===== src/hw/rtl/blis_pkg.sv =====
// ----------------------------------------------------------------------------
// Line index seek package
// Sizes, codes, transaction types and a saturating helper.
// ----------------------------------------------------------------------------
package blis_pkg;

  localparam int unsigned MAX_BLOCKS = 1024;
  localparam int unsigned IDX_W      = $clog2(MAX_BLOCKS);
  localparam int unsigned CNT_W      = $clog2(MAX_BLOCKS + 1);
  localparam int unsigned LC_W       = 48;
  localparam int unsigned OFF_W      = 32;

  localparam logic [7:0]       NEWLINE     = 8'h0A;
  localparam logic [LC_W-1:0]  LC_MAX      = '1;
  localparam logic [OFF_W-1:0] OFF_MAX     = '1;
  localparam logic [CNT_W-1:0] BLOCKS_FULL = CNT_W'(MAX_BLOCKS);

  // Request codes; code 3 is ignored
  typedef enum logic [1:0] {
    REQ_DATA = 2'd0,
    REQ_END  = 2'd1,
    REQ_SEEK = 2'd2
  } req_e;

  typedef enum logic [1:0] {
    KIND_SUMMARY  = 2'd0,
    KIND_FOUND    = 2'd1,
    KIND_PAST_END = 2'd2,
    KIND_FULL     = 2'd3
  } kind_e;

  typedef struct packed {
    logic [1:0]      req_type;
    logic [7:0]      data_byte;
    logic [LC_W-1:0] target_line;
  } in_item_t;

  typedef struct packed {
    logic [1:0]       result_kind;
    logic [IDX_W-1:0] block_index;
    logic [LC_W-1:0]  start_line;
    logic [OFF_W-1:0] line_offset;
    logic [LC_W-1:0]  line_total;
    logic [LC_W-1:0]  skip_lines;
  } out_item_t;

  // Per-block statistics
  typedef struct packed {
    logic [OFF_W-1:0] byte_count;
    logic [OFF_W-1:0] newline_count;
    logic [OFF_W-1:0] first_nl_pos;
    logic             first_nl_seen;
    logic             last_nl;
  } acc_t;

  // Control into the search sequencer
  typedef struct packed {
    logic             start;
    logic             take;
    logic [CNT_W-1:0] count;
    logic [LC_W-1:0]  target;
  } srch_ctl_t;

  // Status out of the search sequencer
  typedef struct packed {
    logic             done;
    logic [IDX_W-1:0] best;
    logic [LC_W-1:0]  start_line;
    logic [OFF_W-1:0] line_offset;
    logic [LC_W-1:0]  skip;
  } srch_stat_t;

  function automatic logic [LC_W-1:0] sat_inc_lc(input logic [LC_W-1:0] a);
    sat_inc_lc = (a == LC_MAX) ? a : a + 1'b1;
  endfunction

endpackage


===== src/hw/rtl/blis_search.sv =====
// ----------------------------------------------------------------------------
// Line index seek: binary search sequencer
// Finds the last stored block whose first line is at or below the target,
// one table read and one compare per step.
// ----------------------------------------------------------------------------
module blis_search (
  input  logic                          clk_i,
  input  logic                          rst_ni,
  input  blis_pkg::srch_ctl_t           ctl_i,
  output logic                          re_o,
  output logic [blis_pkg::IDX_W-1:0]    raddr_o,
  input  logic [blis_pkg::LC_W-1:0]     rfl_i,
  input  logic [blis_pkg::OFF_W-1:0]    roff_i,
  output blis_pkg::srch_stat_t          stat_o
);

  typedef enum logic [3:0] {
    SR_IDLE = 4'b0001,
    SR_STEP = 4'b0010,
    SR_CMP  = 4'b0100,
    SR_DONE = 4'b1000
  } sr_state_e;

  sr_state_e                     state_d, state_q;
  logic [blis_pkg::CNT_W-1:0]    lo_d, lo_q, hi_d, hi_q, mid;
  logic [blis_pkg::IDX_W-1:0]    best_d, best_q;
  logic [blis_pkg::LC_W-1:0]     target_d, target_q;
  logic                          open;

  assign open = lo_q < hi_q;
  assign mid  = lo_q + ((hi_q - lo_q) >> 1);

  // Read the midpoint while the range is open, the winner once it closes
  assign re_o    = (state_q == SR_STEP);
  assign raddr_o = open ? mid[blis_pkg::IDX_W-1:0] : best_q;

  always_comb begin
    state_d  = state_q;
    lo_d     = lo_q;
    hi_d     = hi_q;
    best_d   = best_q;
    target_d = target_q;
    case (state_q)
      SR_IDLE: begin
        if (ctl_i.start) begin
          lo_d     = '0;
          hi_d     = ctl_i.count;
          best_d   = '0;
          target_d = ctl_i.target;
          state_d  = SR_STEP;
        end
      end
      SR_STEP: begin
        state_d = open ? SR_CMP : SR_DONE;
      end
      SR_CMP: begin
        // shared compare against the entry just read
        if (rfl_i <= target_q) begin
          best_d = mid[blis_pkg::IDX_W-1:0];
          lo_d   = mid + 1'b1;
        end else begin
          hi_d = mid;
        end
        state_d = SR_STEP;
      end
      SR_DONE: begin
        if (ctl_i.take) begin
          state_d = SR_IDLE;
        end
      end
      default: state_d = SR_IDLE;
    endcase
  end

  always_ff @(posedge clk_i or negedge rst_ni) begin
    if (!rst_ni) begin
      state_q <= SR_IDLE;
      lo_q    <= '0;
      hi_q    <= '0;
      best_q  <= '0;
    end else begin
      state_q <= state_d;
      lo_q    <= lo_d;
      hi_q    <= hi_d;
      best_q  <= best_d;
    end
  end

  always_ff @(posedge clk_i) begin
    target_q <= target_d;
  end

  // Result, valid in the done state
  always_comb begin
    stat_o             = '0;
    stat_o.done        = (state_q == SR_DONE);
    stat_o.best        = best_q;
    stat_o.start_line  = rfl_i;
    stat_o.line_offset = roff_i;
    stat_o.skip        = target_q - rfl_i;
  end

endmodule


===== config.mk =====
export PLATFORM = sky130hd
export DESIGN_NAME = blis_search
export DESIGN_NICKNAME = d
export VERILOG_FILES = /design/src/hw/rtl/blis_pkg.sv /design/src/hw/rtl/blis_search.sv
export SDC_FILE = /design/constraint.sdc
export NUM_CORES = 1
export LEC_CHECK = 0
export BUFFER_PORTS_ARGS = -buffer_cell sky130_fd_sc_hd__buf_2
export CAP_MARGIN = 10
export CORE_AREA = 2 2 130 132
export DETAILED_ROUTE_END_ITERATION = 7
export DIE_AREA = 0 0 132 134
export PLACE_DENSITY = 0.76
export SKIP_LAST_GASP = 1
export SYNTH_ARGS = -nofsm -noshare
export SYNTH_HDL_FRONTEND = slang
export SYNTH_SLANG_ARGS = --single-unit

===== constraint.sdc =====
create_clock -name clk_i -period 8.85 [get_ports clk_i]
set_input_delay 1.77 -clock clk_i [delete_from_list [all_inputs] [get_ports clk_i]]
set_output_delay 1.77 -clock clk_i [all_outputs]
set_load 0.1 [all_outputs]

==> flow_summary_export.csv <==
group,metric,value,unit
layout,post_layout_nonfiller_instances,1272,
synthesis,dominantRegCellSynth,"edfxtp_1",
floorplanning,fp.dieW,132,µm
critical_path,worst-setup-path-type,"in -> out",
critical_path,data_arrival_time_of_the_worst_path,4.74,ns
drt,drt-wirelength-per-cell,16.0,µm
clock_tree,post_cts_resized,0,
floorplanning,fp.dieArea,17700,µm²
synthesis,synth_seq_area_share,29.4,%
synthesis,yosysUniqueCellTypes,81,
worst_hold_path,worstHoldPathType,"reg -> reg",
global_route,vias_in_the_first_global_route,6592,
clock_tree,clock_insertion_delay_worst_skew,0.35,ns
drt,drt_drc_violations_left,0,
flow_run,drv_cap,0,
layout,n_fill_cell,1485,
synthesis,synth_top_area_share,18.1,%
sta,setup-tns-final,0,ns
layout,post-route-cell-area,8930,µm²
global_route,antenna_found_initial,2,
layout,final_core_util,54.8,%
clock_tree,cts.repair_timing.setup_buffer_count,0,
drt,via_count,6882,
sta,relSlewSlack,40.4,%
drt,drt_wl_total,20300,µm
placement,place_area,8640,µm²
sta,finalHoldViolCount,0,
placement,dp_cells,1255,
synthesis,synth_top_cell_by_area,"edfxtp_1",
floorplanning,floorplan.io_pins,293,
global_route,grt_first_pass_wirelength,31900,µm
sta,min_period,6.51,ns
sta,finalSetupViolations,0,
synthesis,syn_area,7980,µm²
placement,place.port_buffers,228,
clock_tree,clk_buf_depth,2,
drt,drt_pass1_iterations,5,
layout,drive_gt1_share,27.1,%
synthesis,yosys_warnings,0,
synthesis,synth_fp_nets,1131,
clock_tree,clock_tree_from_tritoncts,"built",
run_status,run_status,"finished, final reports clean",
synthesis,synth-seq-cells,84,
floorplanning,initial_core_util,49.0,%
clock_tree,clock_pin_slew_of_the_registers_on_the_worst_case_setup_and_hold_paths,0.07,ns
synthesis,async_reset_ff_share,42.9,%
placement,dpl_hpwl,15900,µm
synthesis,ys_top_cells_by_area,"edfxtp_1, dfrtp_1, ha_1",
global_route,groute.usage.overall,22.4,%
critical_path,startpoint_type,"input pin",
critical_path,slowest_stage,"nor4_2",
critical_path,crit_path_max_fanout,9,
drt,routed_via_density,5.41,
floorplanning,number_of_placement_rows,47,
global_route,grt_start_max_net_pins,40,
sta,max_freq,154,MHz
layout,final_net_count,1262,
placement,gp_congestion,0.911,
critical_path,critical-path-max-stage-delay,0.49,ns
global_route,gr-total-overflow,0,
clock_tree,clock_root_buffer,"clkbuf_16",
critical_path,worst-endpoint-required,7.08,ns
floorplanning,chipHeight,134,µm
floorplanning,core_area,16300,µm²
sta,rsz_0062_raised_after_global_routing,"no",
clock_tree,cts_inserted_buffers,9,
critical_path,critPathCaptureType,"output port",
layout,synthToLayoutAreaGrowth,12.0,%
sta,final_setup_skew,0.00783,ns
drt,first_iter_violations,407,
synthesis,synth_enable_flop_cells,48,
drt,detail-route-antenna-nets,0,
critical_path,cp_cell_sequence,"buf_2, inv_1, ha_1, nand4_1, nor4_2, nand3_1, o221ai_1, a21oi_1, o21ai_2, nand4_1, mux2i_1, buf_2",
clock_tree,cts.hold.buffers_added,0,
sta,tightest_slew,0.890,ns
synthesis,synth_area_per_cell,8.72,µm²
clock_tree,cts_sinks,84,
clock_tree,cts.htree.levels,3,
synthesis,post_synthesis_instance_total,915,
sta,slew_viol_final,0,
sta,final.period_utilization,73.5,%
[per-layer routing]
| metal | track usage [%] | routed length [µm] | up-vias |
|---|---|---|---|
| met5 | 0 | 14 | - |
| met4 | 8.33 | 438 | 2 |
| met3 | 4.42 | 1240 | 31 |
| met2 | 38.7 | 9720 | 261 |
| met1 | 27.7 | 8880 | 3186 |
| li1 | - | - | 3402 |
[critical path: cells and delay by family]
family | cells | cell delay, ns
buf+inv | 3 | 0.56
mux | 1 | 0.17
compound gates | 3 | 0.75
simple gates | 4 | 1.02
fa+ha+maj | 1 | 0.44
[kinds of logic (layout without fill, tap and decap cells)]
kind of cell | count (synthesis) | count (layout) | synth area share (%)
AO/OA/AOI/OAI | 229 | 229 | 19.5
XOR/XNOR | 67 | 67 | 7.36
adder cells (fa/ha/maj) | 73 | 73 | 11.7
buffers and inverters | 206 | 342 | 14.1
flip-flops | 84 | 84 | 29.4
multiplexers | 28 | 28 | 4.14
other | 0 | 1 | 0
AND/OR/NAND/NOR | 228 | 228 | 13.8
[metrics by stage]
stage	hold WS (ns)	worst slack, ns
final	0.502	2.34
after global routing	0.544	2.11
after CTS	0.505	2.33
after detailed placement	0.490	2.34
after global placement	0.480	2.39
after floorplan	0.462	1.91
[layout by cell type (no fill, tap or decap), types with 19 or more instances in the layout]
| master | count |
|---|---|
| nand4_1 | 19 |
| a21oi_1 | 66 |
| xor2_1 | 23 |
| inv_1 | 94 |
| nand2_1 | 83 |
| xnor2_1 | 44 |
| ha_1 | 70 |
| dfrtp_1 | 35 |
| a21o_1 | 23 |
| buf_2 | 228 |
| nand3_1 | 23 |
| o21ai_0 | 44 |
| edfxtp_1 | 48 |
| nor2_1 | 47 |
[area by class of cell]
type | count | area, µm² | area share, %
Clock buffer | 11 | 254 | 2.84
Sequential cell | 84 | 2340 | 26.2
Clock inverter | 5 | 31.3 | 0.350
Timing Repair Buffer | 230 | 1160 | 12.9
Antenna cell | 1 | 2.50 | 0.0280
Tap cell | 220 | 275 | 3.08
Inverter | 96 | 360 | 4.04
Multi-Input combinational cell | 625 | 4510 | 50.5
[synth_stat cells (4+ instances only)]
| master | n |
|---|---|
| a31oi_1 | 4 |
| o21bai_1 | 11 |
| o211ai_1 | 8 |
| o21a_1 | 10 |
| o21ai_1 | 4 |
| ha_1 | 70 |
| edfxtp_1 | 48 |
| a21oi_1 | 66 |
| nand2b_1 | 4 |
| nand3_1 | 23 |
| nor2_1 | 47 |
| o21ai_0 | 44 |
| and2_1 | 6 |
| inv_1 | 94 |
| mux2i_1 | 9 |
| buf_4 | 86 |
| xor2_1 | 23 |
| nor3_1 | 10 |
| nand2_1 | 83 |
| a211oi_1 | 6 |
| a21boi_0 | 4 |
| mux2_2 | 10 |
| buf_2 | 17 |
| mux2_4 | 7 |
| or3_1 | 4 |
| a21o_1 | 23 |
| nor2b_1 | 8 |
| xnor2_1 | 44 |
| clkbuf_1 | 6 |
| o211a_1 | 4 |
| and3_1 | 5 |
| dfrtp_1 | 35 |
| o31ai_1 | 10 |
| nand4_1 | 19 |
[final timing paths]
kind	start	to	slack, ns	cells past startpoint
setup / recovery	rfl_i[15]	stat_o[46]	2.34	12
hold / removal	hi_q[10]	hi_q[10]	0.50	1
setup reg to reg	hi_q[0]	hi_q[9]	4.55	19
hold reg to reg	hi_q[10]	hi_q[10]	0.50	1
max in group asynchronous	rst_ni	lo_q[0]	6.81	1
min in group asynchronous	rst_ni	lo_q[9]	1.52	1
[registers in the layout (all words and copies together) (netlist names)]
register  cells
target_q     48
hi_q         11
state_q       4
lo_q         11
best_q       10
Power is left out: the tool's default activity adds up to more than one toggle a clock period on the data nets, which glitch-free logic cannot reach.
