[config.mk]
export PLATFORM = sky130hd
export DESIGN_NAME = blis_accum
export DESIGN_NICKNAME = d
export VERILOG_FILES = /design/src/hw/rtl/blis_pkg.sv /design/src/hw/rtl/blis_accum.sv
export SDC_FILE = /design/constraint.sdc
export NUM_CORES = 1
export LEC_CHECK = 0
export ABC_AREA = 1
export BUFFER_PORTS_ARGS = -buffer_cell sky130_fd_sc_hd__buf_2
export CORE_MARGIN = 2
export CORE_UTILIZATION = 53
export CTS_BUF_LIST = sky130_fd_sc_hd__clkbuf_2 sky130_fd_sc_hd__clkbuf_4 sky130_fd_sc_hd__clkbuf_8
export DETAILED_ROUTE_END_ITERATION = 12
export GPL_TIMING_DRIVEN = 0
export PLACE_DENSITY_LB_ADDON = 0.12
export SLEW_MARGIN = 5
export SYNTH_ARGS = -nofsm -noshare
export SYNTH_HDL_FRONTEND = slang
export SYNTH_SLANG_ARGS = --single-unit
[constraint.sdc]
create_clock -name clk_i -period 2.3 [get_ports clk_i]
set_input_delay 0.23 -clock clk_i [delete_from_list [all_inputs] [get_ports clk_i]]
set_output_delay 0.23 -clock clk_i [all_outputs]
set_load 0.01 [all_outputs]
[src/hw/rtl/blis_pkg.sv]
// ----------------------------------------------------------------------------
// Line index seek package
// Sizes, codes, transaction types and a saturating helper.
// ----------------------------------------------------------------------------
package blis_pkg;

  localparam int unsigned MAX_BLOCKS = 1024;
  localparam int unsigned IDX_W      = $clog2(MAX_BLOCKS);
  localparam int unsigned CNT_W      = $clog2(MAX_BLOCKS + 1);
  localparam int unsigned LC_W       = 48;
  localparam int unsigned OFF_W      = 32;

  localparam logic [7:0]       NEWLINE     = 8'h0A;
  localparam logic [LC_W-1:0]  LC_MAX      = '1;
  localparam logic [OFF_W-1:0] OFF_MAX     = '1;
  localparam logic [CNT_W-1:0] BLOCKS_FULL = CNT_W'(MAX_BLOCKS);

  // Request codes; code 3 is ignored
  typedef enum logic [1:0] {
    REQ_DATA = 2'd0,
    REQ_END  = 2'd1,
    REQ_SEEK = 2'd2
  } req_e;

  typedef enum logic [1:0] {
    KIND_SUMMARY  = 2'd0,
    KIND_FOUND    = 2'd1,
    KIND_PAST_END = 2'd2,
    KIND_FULL     = 2'd3
  } kind_e;

  typedef struct packed {
    logic [1:0]      req_type;
    logic [7:0]      data_byte;
    logic [LC_W-1:0] target_line;
  } in_item_t;

  typedef struct packed {
    logic [1:0]       result_kind;
    logic [IDX_W-1:0] block_index;
    logic [LC_W-1:0]  start_line;
    logic [OFF_W-1:0] line_offset;
    logic [LC_W-1:0]  line_total;
    logic [LC_W-1:0]  skip_lines;
  } out_item_t;

  // Per-block statistics
  typedef struct packed {
    logic [OFF_W-1:0] byte_count;
    logic [OFF_W-1:0] newline_count;
    logic [OFF_W-1:0] first_nl_pos;
    logic             first_nl_seen;
    logic             last_nl;
  } acc_t;

  // Control into the search sequencer
  typedef struct packed {
    logic             start;
    logic             take;
    logic [CNT_W-1:0] count;
    logic [LC_W-1:0]  target;
  } srch_ctl_t;

  // Status out of the search sequencer
  typedef struct packed {
    logic             done;
    logic [IDX_W-1:0] best;
    logic [LC_W-1:0]  start_line;
    logic [OFF_W-1:0] line_offset;
    logic [LC_W-1:0]  skip;
  } srch_stat_t;

  function automatic logic [LC_W-1:0] sat_inc_lc(input logic [LC_W-1:0] a);
    sat_inc_lc = (a == LC_MAX) ? a : a + 1'b1;
  endfunction

endpackage

[src/hw/rtl/blis_accum.sv]
// ----------------------------------------------------------------------------
// Line index seek: block statistics
// Counts bytes and newlines of the open block, notes the first newline and whether the last byte was one.
// ----------------------------------------------------------------------------
module blis_accum (
  input  logic           clk_i,
  input  logic           rst_ni,
  input  logic           byte_valid_i,
  input  logic [7:0]     byte_i,
  input  logic           clear_i,
  output blis_pkg::acc_t acc_o
);

  blis_pkg::acc_t acc_d, acc_q;

  // Next-state of the counters
  always_comb begin
    acc_d = acc_q;
    if (clear_i) begin
      acc_d = '0;
    end else if (byte_valid_i) begin
      if (byte_i == blis_pkg::NEWLINE) begin
        if (!acc_q.first_nl_seen) begin
          acc_d.first_nl_seen = 1'b1;
          acc_d.first_nl_pos  = acc_q.byte_count;
        end
        if (acc_q.newline_count != blis_pkg::OFF_MAX) begin
          acc_d.newline_count = acc_q.newline_count + 1'b1;
        end
        acc_d.last_nl = 1'b1;
      end else begin
        acc_d.last_nl = 1'b0;
      end
      if (acc_q.byte_count != blis_pkg::OFF_MAX) begin
        acc_d.byte_count = acc_q.byte_count + 1'b1;
      end
    end
  end

  always_ff @(posedge clk_i or negedge rst_ni) begin
    if (!rst_ni) begin
      acc_q <= '0;
    end else begin
      acc_q <= acc_d;
    end
  end

  assign acc_o = acc_q;

endmodule

==> metrics.yaml, run 1 <==
setup_path:
  worstPathMaxFanout: 10
  cp_slowest_cell: "dfrtp_1"
  cpPeakStageDelay_ps: 430
  cpLargestDelayFamily: "simple AND/OR/NAND/NOR gates"
  cp.depth: 9
  crit_type: "reg -> reg"
  r2r_cells: 9
  cp_data_required_time_ps: 2540
  critPathCaptureType: "flop"
  cp_cell_sequence: "ha_1, nand2_2, nor2_4, nand2_2, nor2_4, nand3_4, nand2_4, buf_2, o21ai_0"
  critPathLaunchType: "flop"
  worstPathArrival_ps: 2190
  path_buf_inv: 1
clock_tree:
  cts-resized-gates: 0
  holdBufCountCts: 1
  numClockSinks: 98
  cts_buffers: 9
  cts_tree: "built"
  cts.clk_slew.worst_paths_ps: 90
  insertion_delay_ps: 370
  root_buffer: "clkbuf_8"
  cts_max_path_buffers: 2
  htree_num_levels: 3
  cts_setup_buffers: 0
timing:
  fin_crit_sh_pct: 84.72
  finalClockSkew_ps: 6.720
  report.final.setup_viol: 0
  whs_ps: 229.9
  setup_slack_ps: 351.5
  finalSetupTns_ps: 0
  worstMarginPinSlew_ps: 639.6
  drv_slew: 0
  fmax_mhz: 513.2
  relSlewSlack_pct: 57.16
  hold_violations: 0
  rsz0062_at_grt: "no"
  fin_crit_ps: 1948
layout:
  diodes: 0
  layout.nets: 900
  multiInputGateArea_um2: 2670
  final_area_um2: 6479
  layout-drive-gt1-share_pct: 19.80
  area_growth_pct: 16.81
  ff_latch_area_um2: 2452
  fill_cells: 991
  final_core_util_pct: 63.32
  stdcell_count: 1025
  largest_reg_flops: 98
die:
  dieWidth_um: 106.3
  initial_utilization_pct: 54.21
  io_pins: 110
  fp-row-count: 37
  die_h_um: 106.3
  coreArea_um2: 10230
  dieArea_um2: 11300
logic_synthesis:
  synth_seq_cells: 98
  async_reset_ff_share_pct: 100.0
  netlist_area_um2: 5547
  avgSynthCellArea_um2: 7.260
  synth-edff-count: 0
  yosysUniqueCellTypes: 32
  synthCells: 764
  synth_ff_type: "dfrtp_1"
  yosysSeqAreaShare_pct: 44.21
  yosys_warnings: 0
  synth.net_count: 778
place:
  portBuffers: 109
  dp_slack_ps: 359.8
  gp_congestion: 0.9105
  dp.cells: 1010
  placed_area_um2: 6292
  hpwlAfterDp_um: 11330
detailed_routing:
  vias: 5398
  drcViolationCount: 0
  routed_wl_um: 14900
  ant_nets: 0
  drt_iter0_drc: 299
  dr.pass1.iters: 5
  wl_per_cell_um: 14.54
  via_per_inst: 5.266
power:
  leakage_nw: 3.249
  max-vdd-ir-drop_v: 0.0002544
  finalPower_mw: 2.958
  p_per_area_nw_per_um2: 456.6
min_path:
  hold_path.class: "in -> reg"
  hold_depth: 4
global_routing:
  antenna_found_initial: 0
  grt_overflow: 0
  grt_pass1_wl_um: 24930
  grt_use_total_pct: 28.19
  grt_start_max_net_pins: 62
  grt_pass1_vias: 5041
outcome:
  outcome: "completed"
job:
  drv_cap: 0
report_power, final:
part | internal (mW) | switching [mW] | total, mW
sequential | 1.72 | 0.00453 | 1.73
clock | 0.498 | 0.587 | 1.09
combinational | 0.0392 | 0.105 | 0.144
total | 2.26 | 0.697 | 2.96
synthesized netlist by cell type, drive strengths merged (4+ instances only):
master	instances	share of area (%)
nor2	89	7.0
xor2	15	2.4
nand3	50	5.0
buf	14	2.1
nand3b	4	0.54
nor3	6	0.54
clkbuf	5	0.34
nand2	303	21
nand4	10	1.1
dfrtp	98	44
o21ai	70	6.8
xnor2	14	2.2
inv	77	5.3
layout make-up:
type	instances	area share, %
inverter	77	4.500
clock inverter	4	0.6952
tap	136	2.626
buffer	19	2.047
sequential	98	37.85
clock buffer	10	2.028
timing repair buffer	111	9.038
multi-input combinational	570	41.21
cells by family after synthesis:
kind of cell / after synthesis / share of synthesized area, %
xor gates and xnor gates: 29 / 4.579
AOI/OAI and AO/OA: 74 / 7.286
buffers and inverters: 96 / 7.647
and+or+nand+nor: 465 / 35.82
adders and majority gates: 2 / 0.4511
DFF: 98 / 44.21
placed cells by master (no fill, tap or decap), types with 2 or more instances in the layout:
cell type | synthesis | routed
buf_2 | 4 | 112
buf_4 | 5 | 6
buf_6 | 5 | 5
clkbuf_1 | 5 | 5
clkbuf_8 | 0 | 9
clkinv_2 | 0 | 3
dfrtp_1 | 98 | 98
ha_1 | 2 | 2
inv_1 | 71 | 71
inv_2 | 5 | 5
nand2_1 | 294 | 294
nand2_2 | 5 | 5
nand2_4 | 4 | 4
nand3_1 | 48 | 48
nand3_4 | 2 | 2
nand3b_1 | 4 | 4
nand4_1 | 10 | 10
nor2_1 | 77 | 77
nor2_2 | 7 | 7
nor2_4 | 5 | 5
nor3_1 | 6 | 6
o21ai_0 | 57 | 57
o21ai_1 | 6 | 6
o21ai_2 | 7 | 7
xnor2_1 | 14 | 14
xor2_1 | 15 | 15
routing by layer:
layer	up-vias	share of wire, %	GRT usage, %
met3	24	5.7	3.985
met2	165	49	47.94
met5	-	0	0
li1	2628	-	-
met1	2581	43	36.78
met4	0	2.1	10.24
final timing paths:
kind / startpoint / end / slack [ps]
setup reg to reg: acc_o[66]$_DFFE_PN0P_ / acc_o[73]$_DFFE_PN0P_ / 350
hold / removal: byte_i[7] / acc_o[1]$_DFFE_PN0P_ / 230
min in group asynchronous: rst_ni / acc_o[12]$_DFFE_PN0P_ / 360
max in group asynchronous: rst_ni / acc_o[93]$_DFFE_PN0P_ / 1280
hold reg to reg: acc_o[8]$_DFFE_PN0P_ / acc_o[8]$_DFFE_PN0P_ / 470
setup / recovery: acc_o[66]$_DFFE_PN0P_ / acc_o[73]$_DFFE_PN0P_ / 350
tightest hold or removal path, cell delays in order:
cell	delay [ps]
buf_2	70
nor3_1	50
nand2_1	130
a21oi_1	80
Note: power is estimated with default switching activity, not from simulation.
==> inputs of run 2 (changes only) <==
- CORE_UTILIZATION: 53 -> 52
- clock period: 2.3 -> 1.6 ns (I/O delays scaled with it)
==> metrics.yaml, run 2 (synthesis results as in run 1) <==
outcome:
  outcome: "finished with violations"
  violations: "negative setup slack"
clock_tree:
  htree_num_levels: 3  # unchanged
  cts_tree: "built"
  cts_max_path_buffers: 2  # unchanged
  cts_buffers: 9  # unchanged
  cts.clk_slew.worst_paths_ps: 100  # about the same
  insertion_delay_ps: 370  # about the same
  numClockSinks: 98  # unchanged
  root_buffer: "clkbuf_8"
layout:
  final_core_util_pct: 74.18  # +11 points
  area_growth_pct: 38.08
  diodes: 0  # unchanged
  fill_cells: 785  # -21%
  ff_latch_area_um2: 2475  # +0.92%
  layout-drive-gt1-share_pct: 37.34  # +18 points
  final_common_cell: "nand2_1"
  layout_common_cells: "nand2_1, buf_2, dfrtp_1"
  multiInputGateArea_um2: 3112  # +17%
  largest_reg_flops: 98  # unchanged
  layout.nets: 957  # +6.3%
global_routing:
  grt_pass1_vias: 5658  # +12%
  grt_pass1_wl_um: 26930  # +8.0%
  grt_use_total_pct: 29.68  # +1.5 points
  antenna_found_initial: 0  # unchanged
  grt_start_max_net_pins: 62  # unchanged
  grt_overflow: 0  # unchanged
power:
  p_per_area_nw_per_um2: 586.9  # +29%
  leakage_nw: 3.826  # +18%
  max-vdd-ir-drop_v: 0.0003384  # +33%
die:
  coreArea_um2: 10320  # +0.91%
  dieArea_um2: 11510  # +1.9%
  fp-row-count: 37  # unchanged
  dieWidth_um: 107.3  # +0.92%
  initial_utilization_pct: 53.73  # -0.49 points
  io_pins: 110  # unchanged
  die_h_um: 107.3  # +0.92%
timing:
  relSlewSlack_pct: 53.63  # -3.5 points
  fin_crit_ps: 1770  # -178.0 ps
  fin_crit_sh_pct: 110.7  # +26 points
  finalClockSkew_ps: 10.86  # +4.141 ps
  report.final.setup_viol: 64  # +64
  fmax_mhz: 564.8  # +10%
  whs_ps: 164.2  # -65.65 ps
  worstMarginPinSlew_ps: 695.5  # +55.96 ps
  rsz0062_at_grt: "yes"
  drv_slew: 0  # unchanged
  setup_slack_ps: -170.5  # -522.0 ps
  hold_violations: 0  # unchanged
setup_path:
  cp_data_required_time_ps: 1910  # -630 ps
  critPathCaptureType: "flop"
  critPathLaunchType: "flop"
  worstPathArrival_ps: 2080  # -110 ps
  crit_type: "reg -> reg"
  worstPathMaxFanout: 6  # -4
detailed_routing:
  wl_per_cell_um: 16.16  # +11%
  dr.pass1.iters: 5  # unchanged
  drt_iter0_drc: 373  # +25%
  via_per_inst: 5.393  # +2.4%
  ant_nets: 0  # unchanged
  drcViolationCount: 0  # unchanged
  routed_wl_um: 17520  # +18%
  vias: 5846  # +8.3%
job:
  drv_cap: 0  # unchanged
place:
  hpwlAfterDp_um: 11380  # +0.40%
  portBuffers: 109  # unchanged
  gp_congestion: 0.9489  # +4.2%
min_path:
  hold_path.class: "in -> reg"
-- run 2: final timing paths --
kind	start	endpoint	slack [ps]	depth (start not counted)
setup / recovery	acc_o[45]$_DFFE_PN0P_	acc_o[59]$_DFFE_PN0P_	-170	10
hold / removal	byte_i[6]	acc_o[1]$_DFFE_PN0P_	160	4
setup reg to reg	acc_o[45]$_DFFE_PN0P_	acc_o[59]$_DFFE_PN0P_	-170	10
hold reg to reg	acc_o[12]$_DFFE_PN0P_	acc_o[12]$_DFFE_PN0P_	480	2
max in group asynchronous	rst_ni	acc_o[47]$_DFFE_PN0P_	600	3
min in group asynchronous	rst_ni	acc_o[6]$_DFFE_PN0P_	280	2
-- run 2: critical path, stage by stage, from the launching register on --
cell       delay [ps]
dfrtp_1           480
nand2_2            90
nor2_2            190
nand2_2            80
nor2_4            140
nand3_4           150
nand2_8           180
buf_6             150
clkbuf_16         150
nand2_2            40
nand2_1            60
-- run 2: where the power goes --
part | switching [mW] | leakage [nW] | internal, mW
clock | 0.904 | 0.100 | 0.744
combinational | 0.214 | 2.39 | 0.147
sequential | 0.00544 | 1.34 | 2.48
total | 1.12 | 3.83 | 3.37
-- run 2: per-layer routing --
layer | track usage [%] | wire length [µm]
met4 | 15.96 | 657
met5 | 0 | 0
met3 | 3.692 | 981
met1 | 35.53 | 6744
met2 | 51.85 | 9131
-- run 2: final cells by class --
cell class / count / share of cell area [%]
plain buffers: 18 / 2.418
clock buffers: 10 / 1.715
clock inverters: 6 / 0.8495
inverters: 77 / 4.133
multi-input cells: 570 / 40.63
flip-flops and latches: 98 / 32.31
well taps: 136 / 2.222
repair buffers: 169 / 15.72
-- run 2: metrics by stage --
step           instances  setup TNS [ps]  instance area (µm²)  power (mW)  worst slack (ps)
5_1_grt             1084          -11030                 7659       4.632            -240.0
4_1_cts             1067           -7276                 7292       4.484            -176.0
3_3_place_gp        1009          -77370                 6286       2.735            -791.9
3_5_place_dp        1010          -18810                 6316       2.747            -310.3
6_report            1084           -6542                 7659       4.495            -170.5
2_1_floorplan        764          -905.0                 5570       2.627            -43.17
-- run 2: timing repair --
action                                 in CTS  in global routing
setup endpoints to repair                  94                 90
gates cloned                                8                  2
gates resized for setup                   129                 87
hold buffers                                1                  0
pin swaps                                  32                 28
endpoints found under the hold margin      37                  0
setup buffers                              32                 18
